==> config.mk <==
export PLATFORM = sky130hd
export DESIGN_NAME = imu_rate_fusion_filter
export DESIGN_NICKNAME = d
export VERILOG_FILES = /design/src/sv/irff_pkg.sv /design/src/sv/irff_mul.sv /design/src/sv/irff_div.sv /design/src/sv/imu_rate_fusion_filter.sv
export SDC_FILE = /design/constraint.sdc
export NUM_CORES = 2
export LEC_CHECK = 0
export ABC_AREA = 0
export ABC_CLOCK_PERIOD_IN_PS = 13500
export BUFFER_PORTS_ARGS = -buffer_cell sky130_fd_sc_hd__buf_2
export CAP_MARGIN = 5
export CORE_UTILIZATION = 40
export DETAILED_ROUTE_END_ITERATION = 8
export PLACE_DENSITY = 0.66
export SYNTH_ARGS = -nofsm -noshare
export SYNTH_HDL_FRONTEND = slang
export SYNTH_SLANG_ARGS = --single-unit
==> constraint.sdc <==
create_clock -name clk -period 13.5 [get_ports clk]
set_clock_uncertainty 0.1 [all_clocks]
set_input_delay 0.675 -clock clk [delete_from_list [all_inputs] [get_ports clk]]
set_output_delay 0.675 -clock clk [all_outputs]
set_load 0.01 [all_outputs]
==> src/sv/irff_pkg.sv <==
package irff_pkg;

    // field widths
    localparam int TIME_W    = 32;
    localparam int ANGLE_W   = 25;
    localparam int GYRO_W    = 28;
    localparam int COEFF_W   = 16;
    localparam int DIFF_W    = ANGLE_W + 1;
    localparam int HPX_W     = 34;

    // shared multiplier operand and product widths
    localparam int MUL_A_W   = 34;
    localparam int MUL_B_W   = 28;
    localparam int MUL_P_W   = MUL_A_W + MUL_B_W;

    // divider: magnitude of angle step times 1e6 stays below 2^45
    localparam int DIV_N_W   = 45;
    localparam int DIV_D_W   = 32;
    localparam int DIV_STEPS = DIV_N_W;
    localparam int DIV_CNT_W = $clog2(DIV_STEPS + 1);

    // configuration register indexes
    localparam logic [1:0] REG_LOWPASS_COEFF  = 2'd0;
    localparam logic [1:0] REG_HIGHPASS_COEFF = 2'd1;
    localparam logic [1:0] REG_MIN_DT_US      = 2'd2;

    // opcodes
    localparam logic OP_SEED   = 1'b0;
    localparam logic OP_SAMPLE = 1'b1;

    // arithmetic constants
    localparam logic [MUL_B_W-1:0] USEC_PER_SEC = 28'd1000000;
    localparam logic [MUL_B_W-1:0] DEG2RAD_Q32  = 28'd74961321;

    typedef enum logic [3:0] {
        ST_IDLE,
        ST_PREP,
        ST_MUL_DIFF,
        ST_DIV_START,
        ST_LP_IN,
        ST_LP_OUT,
        ST_HP,
        ST_SUM,
        ST_FUSE,
        ST_FUSED,
        ST_WAIT_DIV,
        ST_OUT
    } state_t;

    typedef struct packed {
        logic signed [31:0] value;
        logic               sat;
    } sat32_t;

    // clamp a wide signed value to 32 bits, flagging any clamp
    function automatic sat32_t sat32(input logic signed [63:0] v);
        sat32_t r;
        r.sat = 1'b0;
        if (v > 64'sd2147483647)
        begin
            r.value = 32'sh7fffffff;
            r.sat   = 1'b1;
        end
        else if (v < -64'sd2147483648)
        begin
            r.value = 32'sh80000000;
            r.sat   = 1'b1;
        end
        else
        begin
            r.value = v[31:0];
        end
        return r;
    endfunction

endpackage

==> src/sv/irff_mul.sv <==
module irff_mul
    import irff_pkg::*;
(
    input  logic                      clk,
    input  logic signed [MUL_A_W-1:0] a,
    input  logic signed [MUL_B_W-1:0] b,
    output logic signed [MUL_P_W-1:0] prod
);

    logic signed [MUL_P_W-1:0] prod_reg;

    // shared signed multiplier, product registered every cycle
    always_ff @(posedge clk)
    begin
        prod_reg <= MUL_P_W'(a) * MUL_P_W'(b);
    end

    assign prod = prod_reg;

endmodule

==> src/sv/irff_div.sv <==
module irff_div
    import irff_pkg::*;
(
    input  logic               clk,
    input  logic               rst_n,
    input  logic               start,
    input  logic [DIV_N_W-1:0] dividend,
    input  logic [DIV_D_W-1:0] divisor,
    output logic               busy,
    output logic [DIV_N_W-1:0] quotient
);

    logic [DIV_D_W-1:0]   rem_reg;
    logic [DIV_D_W-1:0]   rem_next;
    logic [DIV_N_W-1:0]   quo_reg;
    logic [DIV_N_W-1:0]   quo_next;
    logic [DIV_D_W-1:0]   den_reg;
    logic [DIV_CNT_W-1:0] cnt_reg;
    logic [DIV_CNT_W-1:0] cnt_next;
    logic                 busy_reg;
    logic                 busy_next;
    logic [DIV_D_W:0]     trial;
    logic                 fits;

    // one restoring step: shift in the next dividend bit, subtract if it fits
    always_comb
    begin
        trial    = {rem_reg, quo_reg[DIV_N_W-1]};
        fits     = trial >= {1'b0, den_reg};
        rem_next = fits ? DIV_D_W'(trial - {1'b0, den_reg}) : trial[DIV_D_W-1:0];
        quo_next = {quo_reg[DIV_N_W-2:0], fits};
        cnt_next = cnt_reg - DIV_CNT_W'(1);
        busy_next = (cnt_reg != DIV_CNT_W'(1));
    end

    // control
    always_ff @(posedge clk or negedge rst_n)
    begin
        if (!rst_n)
        begin
            busy_reg <= 1'b0;
            cnt_reg  <= '0;
        end
        else if (start)
        begin
            busy_reg <= 1'b1;
            cnt_reg  <= DIV_CNT_W'(DIV_STEPS);
        end
        else if (busy_reg)
        begin
            busy_reg <= busy_next;
            cnt_reg  <= cnt_next;
        end
    end

    // datapath
    always_ff @(posedge clk)
    begin
        if (start)
        begin
            rem_reg <= '0;
            quo_reg <= dividend;
            den_reg <= divisor;
        end
        else if (busy_reg)
        begin
            rem_reg <= rem_next;
            quo_reg <= quo_next;
        end
    end

    assign busy     = busy_reg;
    assign quotient = quo_reg;

endmodule

==> src/sv/imu_rate_fusion_filter.sv <==
// sample word: result offered once the restoring divider finishes and the output register is free
// seed word: taken without leaving idle, gives no result
// one word at a time: after a sample, next word taken once its result is registered, later while a result waits
// rst_n (asynchronous, active low) restores the default coefficients and
// clears the previous time, angle and filter history
module imu_rate_fusion_filter
    import irff_pkg::*;
(
    input  logic        clk,
    input  logic        rst_n,
    // configuration write channel
    input  logic        cfg_valid,
    output logic        cfg_ready,
    input  logic [1:0]  cfg_index,
    input  logic [15:0] cfg_data,
    // input stream
    input  logic        s_tvalid,
    output logic        s_tready,
    input  logic [87:0] s_tdata,   // time_us[31:0], acc_angle[56:32], gyro_rate[84:57], zeros
    input  logic        s_tuser,   // opcode
    // output stream
    output logic        m_tvalid,
    input  logic        m_tready,
    output logic [31:0] m_tdata,   // fused_rate[31:0]
    output logic        m_tuser    // rate_saturated
);

    state_t state_reg;
    state_t state_next;

    // configuration
    logic [COEFF_W-1:0] lp_coeff_reg;
    logic [COEFF_W-1:0] hp_coeff_reg;
    logic [15:0]        min_dt_reg;

    // history
    logic [TIME_W-1:0]         last_time_reg;
    logic signed [ANGLE_W-1:0] last_angle_reg;
    logic signed [31:0]        lp_in_reg;
    logic signed [31:0]        lp_out_reg;
    logic signed [GYRO_W-1:0]  hp_in_reg;
    logic signed [31:0]        hp_out_reg;

    // latched word and working registers
    logic [TIME_W-1:0]         time_reg;
    logic signed [ANGLE_W-1:0] angle_reg;
    logic signed [GYRO_W-1:0]  gyro_reg;
    logic [TIME_W-1:0]         dt_reg;
    logic signed [DIFF_W-1:0]  diff_reg;
    logic signed [HPX_W-1:0]   hpx_reg;
    logic signed [MUL_P_W-1:0] mac_reg;
    logic signed [31:0]        lp_reg;
    logic signed [31:0]        hp_reg;
    logic signed [31:0]        sum_reg;
    logic signed [31:0]        fused_reg;
    logic                      div_neg_reg;
    logic                      sat_reg;

    // output register
    logic        m_tvalid_reg;
    logic [31:0] m_tdata_reg;
    logic        m_tuser_reg;

    // shared units
    logic signed [MUL_A_W-1:0] mul_a;
    logic signed [MUL_B_W-1:0] mul_b;
    logic signed [MUL_P_W-1:0] prod;
    logic                      div_start;
    logic                      div_busy;
    logic [DIV_N_W-1:0]        quotient;
    logic [DIV_N_W-1:0]        dividend_abs;

    // combinational datapath terms
    logic                      in_accept;
    logic                      out_free;
    logic [TIME_W-1:0]         dt_raw;
    logic [TIME_W-1:0]         dt_floor;
    logic signed [MUL_P_W-1:0] lp_round;
    logic signed [MUL_P_W-1:0] hp_round;
    logic signed [MUL_P_W-1:0] fused_round;
    logic [63:0]               rate_wide;
    sat32_t                    hp_sat;
    sat32_t                    sum_sat;
    sat32_t                    rate_sat;

    assign in_accept = s_tvalid && s_tready;
    assign out_free  = !m_tvalid_reg || m_tready;

    // configuration writes, always taken
    assign cfg_ready = 1'b1;

    always_ff @(posedge clk or negedge rst_n)
    begin
        if (!rst_n)
        begin
            lp_coeff_reg <= 16'd62259;
            hp_coeff_reg <= 16'd62259;
            min_dt_reg   <= 16'd10;
        end
        else if (cfg_valid)
        begin
            unique case (cfg_index)
                REG_LOWPASS_COEFF:  lp_coeff_reg <= cfg_data;
                REG_HIGHPASS_COEFF: hp_coeff_reg <= cfg_data;
                REG_MIN_DT_US:      min_dt_reg   <= cfg_data;
                default:            ;
            endcase
        end
    end

    // shared units
    irff_mul u_mul
    (
        .clk  (clk),
        .a    (mul_a),
        .b    (mul_b),
        .prod (prod)
    );

    // magnitude of the scaled angle step, below 2^45
    assign dividend_abs = prod[MUL_P_W-1] ? (DIV_N_W'(0) - prod[DIV_N_W-1:0])
                                          : prod[DIV_N_W-1:0];

    irff_div u_div
    (
        .clk      (clk),
        .rst_n    (rst_n),
        .start    (div_start),
        .dividend (dividend_abs),
        .divisor  (dt_reg),
        .busy     (div_busy),
        .quotient (quotient)
    );

    // next state
    always_comb
    begin
        state_next = state_reg;
        unique case (state_reg)
            ST_IDLE:
            begin
                if (in_accept && (s_tuser == OP_SAMPLE))
                begin
                    state_next = ST_PREP;
                end
            end
            ST_PREP:      state_next = ST_MUL_DIFF;
            ST_MUL_DIFF:  state_next = ST_DIV_START;
            ST_DIV_START: state_next = ST_LP_IN;
            ST_LP_IN:     state_next = ST_LP_OUT;
            ST_LP_OUT:    state_next = ST_HP;
            ST_HP:        state_next = ST_SUM;
            ST_SUM:       state_next = ST_FUSE;
            ST_FUSE:      state_next = ST_FUSED;
            ST_FUSED:     state_next = ST_WAIT_DIV;
            ST_WAIT_DIV:
            begin
                if (!div_busy)
                begin
                    state_next = ST_OUT;
                end
            end
            ST_OUT:
            begin
                if (out_free)
                begin
                    state_next = ST_IDLE;
                end
            end
            default:      state_next = ST_IDLE;
        endcase
    end

    always_ff @(posedge clk or negedge rst_n)
    begin
        if (!rst_n)
        begin
            state_reg <= ST_IDLE;
        end
        else
        begin
            state_reg <= state_next;
        end
    end

    // outputs of the sequencer: handshake, multiplier operands, divider start
    always_comb
    begin
        s_tready  = 1'b0;
        div_start = 1'b0;
        mul_a     = '0;
        mul_b     = '0;
        unique case (state_reg)
            ST_IDLE:
            begin
                s_tready = 1'b1;
            end
            ST_MUL_DIFF:
            begin
                mul_a = {{(MUL_A_W-DIFF_W){diff_reg[DIFF_W-1]}}, diff_reg};
                mul_b = USEC_PER_SEC;
            end
            ST_DIV_START:
            begin
                div_start = 1'b1;
                mul_a     = {{(MUL_A_W-32){lp_in_reg[31]}}, lp_in_reg};
                mul_b     = MUL_B_W'(17'h10000 - {1'b0, lp_coeff_reg});
            end
            ST_LP_IN:
            begin
                mul_a = {{(MUL_A_W-32){lp_out_reg[31]}}, lp_out_reg};
                mul_b = MUL_B_W'(lp_coeff_reg);
            end
            ST_LP_OUT:
            begin
                mul_a = hpx_reg;
                mul_b = MUL_B_W'(hp_coeff_reg);
            end
            ST_FUSE:
            begin
                mul_a = {{(MUL_A_W-32){sum_reg[31]}}, sum_reg};
                mul_b = DEG2RAD_Q32;
            end
            default:
            begin
            end
        endcase
    end

    // time step with wrap and floor
    always_comb
    begin
        dt_raw   = time_reg - last_time_reg;
        dt_floor = (dt_raw < {16'd0, min_dt_reg}) ? {16'd0, min_dt_reg} : dt_raw;
        if (dt_floor == '0)
        begin
            dt_floor = TIME_W'(1);
        end
    end

    // rounding, clamping and the signed derivative
    always_comb
    begin
        lp_round    = mac_reg + prod + MUL_P_W'(32768);
        hp_round    = prod + MUL_P_W'(32768);
        fused_round = prod + MUL_P_W'(64'h80000000);
        hp_sat      = sat32({{18{hp_round[MUL_P_W-1]}}, hp_round[MUL_P_W-1:16]});
        sum_sat     = sat32({{32{lp_reg[31]}}, lp_reg} + {{32{hp_reg[31]}}, hp_reg});
        rate_wide   = div_neg_reg ? (64'd0 - {{(64-DIV_N_W){1'b0}}, quotient})
                                  : {{(64-DIV_N_W){1'b0}}, quotient};
        rate_sat    = sat32(rate_wide);
    end

    // history registers
    always_ff @(posedge clk or negedge rst_n)
    begin
        if (!rst_n)
        begin
            last_time_reg  <= '0;
            last_angle_reg <= '0;
            lp_in_reg      <= '0;
            lp_out_reg     <= '0;
            hp_in_reg      <= '0;
            hp_out_reg     <= '0;
        end
        else
        begin
            if (in_accept && (s_tuser == OP_SEED))
            begin
                last_time_reg  <= s_tdata[31:0];
                last_angle_reg <= s_tdata[56:32];
            end
            else if (state_reg == ST_PREP)
            begin
                last_time_reg  <= time_reg;
                last_angle_reg <= angle_reg;
            end
            else if ((state_reg == ST_WAIT_DIV) && !div_busy)
            begin
                lp_in_reg  <= rate_sat.value;
                lp_out_reg <= lp_reg;
                hp_in_reg  <= gyro_reg;
                hp_out_reg <= hp_reg;
            end
        end
    end

    // working datapath
    always_ff @(posedge clk)
    begin
        if (in_accept)
        begin
            time_reg  <= s_tdata[31:0];
            angle_reg <= s_tdata[56:32];
            gyro_reg  <= s_tdata[84:57];
        end
        unique case (state_reg)
            ST_PREP:
            begin
                dt_reg   <= dt_floor;
                diff_reg <= DIFF_W'(angle_reg) - DIFF_W'(last_angle_reg);
                hpx_reg  <= HPX_W'(hp_out_reg) + HPX_W'(gyro_reg) - HPX_W'(hp_in_reg);
                sat_reg  <= 1'b0;
            end
            ST_DIV_START:
            begin
                div_neg_reg <= prod[MUL_P_W-1];
            end
            ST_LP_IN:
            begin
                mac_reg <= prod;
            end
            ST_LP_OUT:
            begin
                lp_reg <= lp_round[47:16];
            end
            ST_HP:
            begin
                hp_reg  <= hp_sat.value;
                sat_reg <= sat_reg | hp_sat.sat;
            end
            ST_SUM:
            begin
                sum_reg <= sum_sat.value;
                sat_reg <= sat_reg | sum_sat.sat;
            end
            ST_FUSED:
            begin
                fused_reg <= {{2{fused_round[MUL_P_W-1]}}, fused_round[MUL_P_W-1:32]};
            end
            ST_WAIT_DIV:
            begin
                if (!div_busy)
                begin
                    sat_reg <= sat_reg | rate_sat.sat;
                end
            end
            default:
            begin
            end
        endcase
    end

    // output word register
    always_ff @(posedge clk or negedge rst_n)
    begin
        if (!rst_n)
        begin
            m_tvalid_reg <= 1'b0;
        end
        else if ((state_reg == ST_OUT) && out_free)
        begin
            m_tvalid_reg <= 1'b1;
        end
        else if (m_tready)
        begin
            m_tvalid_reg <= 1'b0;
        end
    end

    always_ff @(posedge clk)
    begin
        if ((state_reg == ST_OUT) && out_free)
        begin
            m_tdata_reg <= fused_reg;
            m_tuser_reg <= sat_reg;
        end
    end

    assign m_tvalid = m_tvalid_reg;
    assign m_tdata  = m_tdata_reg;
    assign m_tuser  = m_tuser_reg;

endmodule

==> metrics list <==
- Counting every net in the synthesized netlist gives 8,973.
* Data arrival time of the critical path: 11.91 ns
- Largest fanout on the critical path: 26
- Cell types occupying the most area after synthesis: sky130_fd_sc_hd__fa_1 24%, sky130_fd_sc_hd__edfxtp_1 19%, sky130_fd_sc_hd__ha_1 8.2%
- Number of detailed-routing iterations run before antenna repair: 6
* Area enclosed by the die boundary: 184,000 um^2
* Number of global-route vias before repair: 53.6k
* Number of instances resized during post-cts repair: 0
- The routed design could run at a clock period as short as 11.40 ns.
* Most frequent cells after synthesis: 1,482 x sky130_fd_sc_hd__inv_1, 865 x sky130_fd_sc_hd__fa_1, 703 x sky130_fd_sc_hd__nand2_1
- Summing the areas of all compound-gate instances in the mapped netlist gives 9.50% of the synthesized area.
- Number of synthesized register bits: 796
- Sum of net half-perimeters after detailed placement: 166,000 um
* Proportion of layout cells with a drive suffix above 1: under 10%
- Combinational family with the most area after synthesis: adder cells
- From bottom edge to top edge, the die measures 428 um.
* Final-stage net count: 9,040
- Number of port buffers: between 100 and 150
* Sequential cell area fraction in the yosys report: 29.9%
- CTS clock-pin slew for the worst setup and hold paths: 0.06 ns
- First-iteration detailed-routing DRC count: 4,880
- Critical Path Source Type: register
* Total global routing overflow: 0
* Routed WL: 201,000 um
* Data required time of the critical path: 14.01 ns
- Sort of element at the end of the critical path: register
- The congestion estimate from routability-driven global placement came to 0.978.
* Clock latency at the later pin of the worst-skew pair: 0.72 ns
* Avg Cell Area, Syn: 9.67 um^2
- Global routing used 22.1% of the available tracks across all layers.
* Setup repair after global routing missed its margin: false
- In this run the standard cell core region covers around 180,000 um^2.
- Wire length of the first global-routing pass: roughly 310,000 um
* Final number of hold-violating endpoints: 0
* Fillers: 17.2k
* Maximum cell stage delay along the critical path: 0.69 ns
- Most instantiated flip-flop cell in the synthesis netlist: sky130_fd_sc_hd__edfxtp_1
* Cell count after synthesis: 7,522
- Number of antenna violations at the first check in global routing: 15
- By instance count, the leading cell after synthesis is sky130_fd_sc_hd__inv_1.
* Max-capacitance violation count: 0
* Routed wire length per instance: approximately 20 um
- Counting flops with a built-in enable in the synthesized netlist gives ~460.
* Final clock period utilization by the worst path: between 80% and 90%
- For the pin with the worst max-slew slack, the measured transition is 1.31 ns.
* Remaining antenna violation count: 0
- Top-Level Pins: 148
- Simple-gate share of the synthesized area: 12.1%
- The number of cells on the worst reg-to-reg path is 33.
- In this run the worst setup path begins at lp_coeff_reg[0]$_DFFE_PN1P_.
- Buffers added to address setup during post-CTS repair amount to 0.
- The H-tree was split into 3 levels.
- Worst hold path stage count: 1
- Synth async-reset ratio: 30.3%
* Number of flip-flops under the largest register name: 62
- TritonCTS built the clock tree.
- Dominant cell type by area after synthesis: sky130_fd_sc_hd__fa_1
* Synth Area in XOR/XNOR: 4.50%
* Worst slew margin relative to its limit: roughly a tenth
- Path type of the worst setup path: reg2reg
- Counting the buffers created by CTS gives 89.
- The startpoint identified for the worst register-to-register timing path is lp_coeff_reg[0]$_DFFE_PN1P_.
- Path type of the worst min-delay path: in2reg
- The die is 428 um wide.
* Area growth, synth to finish: 9.18%
- Synth Area in Adders: 32.1%
* Clock root cell: sky130_fd_sc_hd__clkbuf_16
* Row Count: 156
- The max-slew violation count is 0.
* Slowest-stage cell, CP: sky130_fd_sc_hd__or4b_2
- The startpoint identified for the worst hold timing path is s_tdata[77].
* Synth top area share: around a quarter
* Via count: 52.7k
- For this run, the number of Yosys warnings is 0.
* Maximum number of pins on one net before global-route repair: 146
* Clk buf depth: 3
- Setup violations, final: 0
- The initial utilization of the core area, before any placement, comes to 40.2%.
- Achievable frequency: about 88 MHz
* Outcome: complete, no violations
- After detailed routing, the number of remaining DRC violations is 0.
- By instance count, the cell type seen most on the critical path is sky130_fd_sc_hd__fa_1.
- Total negative slack for setup checks: 0 ns
- Post-synthesis instance area: 72,700 um^2
- Portion of netlist area occupied by mux cells: 2.79%
- Synthesis instantiated 95 different standard cells from the library.
* Via density per instance: 5.25
- The clock net in this run drives a total of 796 sinks.
per-layer routing:
metal / track usage (%) / routed length [um] / vias to the layer above
met1: 32.3 / 91800 / 26363
met5: 0 / 69 / -
met2: 33.8 / 88200 / 1752
li1: - / - / 24364
met3: 3.62 / 15400 / 241
met4: 5.88 / 5130 / 10
repair_timing:
item                       in CTS  in global routing
hold buffers                   17                  0
setup endpoints to repair       0                  0
hold endpoints to repair       95                  0
cell families (layout without fill, tap and decap cells):
group / count (synthesis) / after routing
flip-flops: 796 / 796
buffers and inverters: 1737 / 1881
adder cells (fa/ha/maj): 1351 / 1351
AND/OR/NAND/NOR: 1959 / 1959
other: 1 / 6
XOR/XNOR: 374 / 374
AO/OA/AOI/OAI: 1121 / 1121
multiplexers: 183 / 183
critical path: cells and delay by family (launching register included):
kind | cells | cell delay (ns)
xor+xnor | 2 | 0.33
simple gates | 10 | 3.24
buf+inv | 6 | 0.88
compound gates | 7 | 2.47
fa+ha+maj | 8 | 3.88
flops | 1 | 0.39
cells in the final DEF, fill, tap and decap left out, types with 108 or more instances in the layout:
master,count
sky130_fd_sc_hd__nor2_1,647
sky130_fd_sc_hd__o21ai_0,373
sky130_fd_sc_hd__a21o_1,108
sky130_fd_sc_hd__fa_1,865
sky130_fd_sc_hd__xor2_1,175
sky130_fd_sc_hd__xnor2_1,199
sky130_fd_sc_hd__ha_1,474
sky130_fd_sc_hd__dfrtp_1,218
sky130_fd_sc_hd__a21oi_1,290
sky130_fd_sc_hd__nand2_1,702
sky130_fd_sc_hd__mux2_2,158
sky130_fd_sc_hd__edfxtp_1,461
sky130_fd_sc_hd__buf_2,142
sky130_fd_sc_hd__inv_1,1479
metrics by stage:
stage	instances	hold WS [ns]	setup WS, ns	util, %	instance area [um^2]
2_1_floorplan	7522	0.279	2.91	-	72700
3_3_place_gp	9851	0.304	2.24	42.1	76200
3_5_place_dp	9851	0.305	2.18	42.1	76200
4_1_cts	10036	0.000191	2.12	43.9	79400
5_1_grt	10038	0.0264	1.37	43.9	79400
6_report	10041	0.0563	2.10	43.9	79400
final cells by class:
cell class,instances,area [um^2],share of cell area [%]
sequential,796,21800,27.4
inverter,1484,5580,7.02
tap,2370,2970,3.73
clock buffer,124,2560,3.23
clock inverter,44,518,0.652
timing repair buffer,229,1430,1.80
multi-input combinational,4989,44600,56.1
antenna,5,12.5,0.0158
final timing paths:
kind / to / slack [ns]
min: gyro_reg[20]$_DFFE_PP_ / 0.06
max: u_mul.prod[55]$_DFF_P_ / 2.10
max in group asynchronous: hp_out_reg[30]$_DFFE_PN0P_ / 11.39
min in group asynchronous: last_angle_reg[20]$_DFFE_PN0N_ / 0.53
min reg2reg: u_div.den_reg[6]$_DFFE_PP_ / 0.31
max reg2reg: u_mul.prod[55]$_DFF_P_ / 2.10
Power is left out: the tool's default activity adds up to more than one toggle a clock period on the data nets, which glitch-free logic cannot reach.
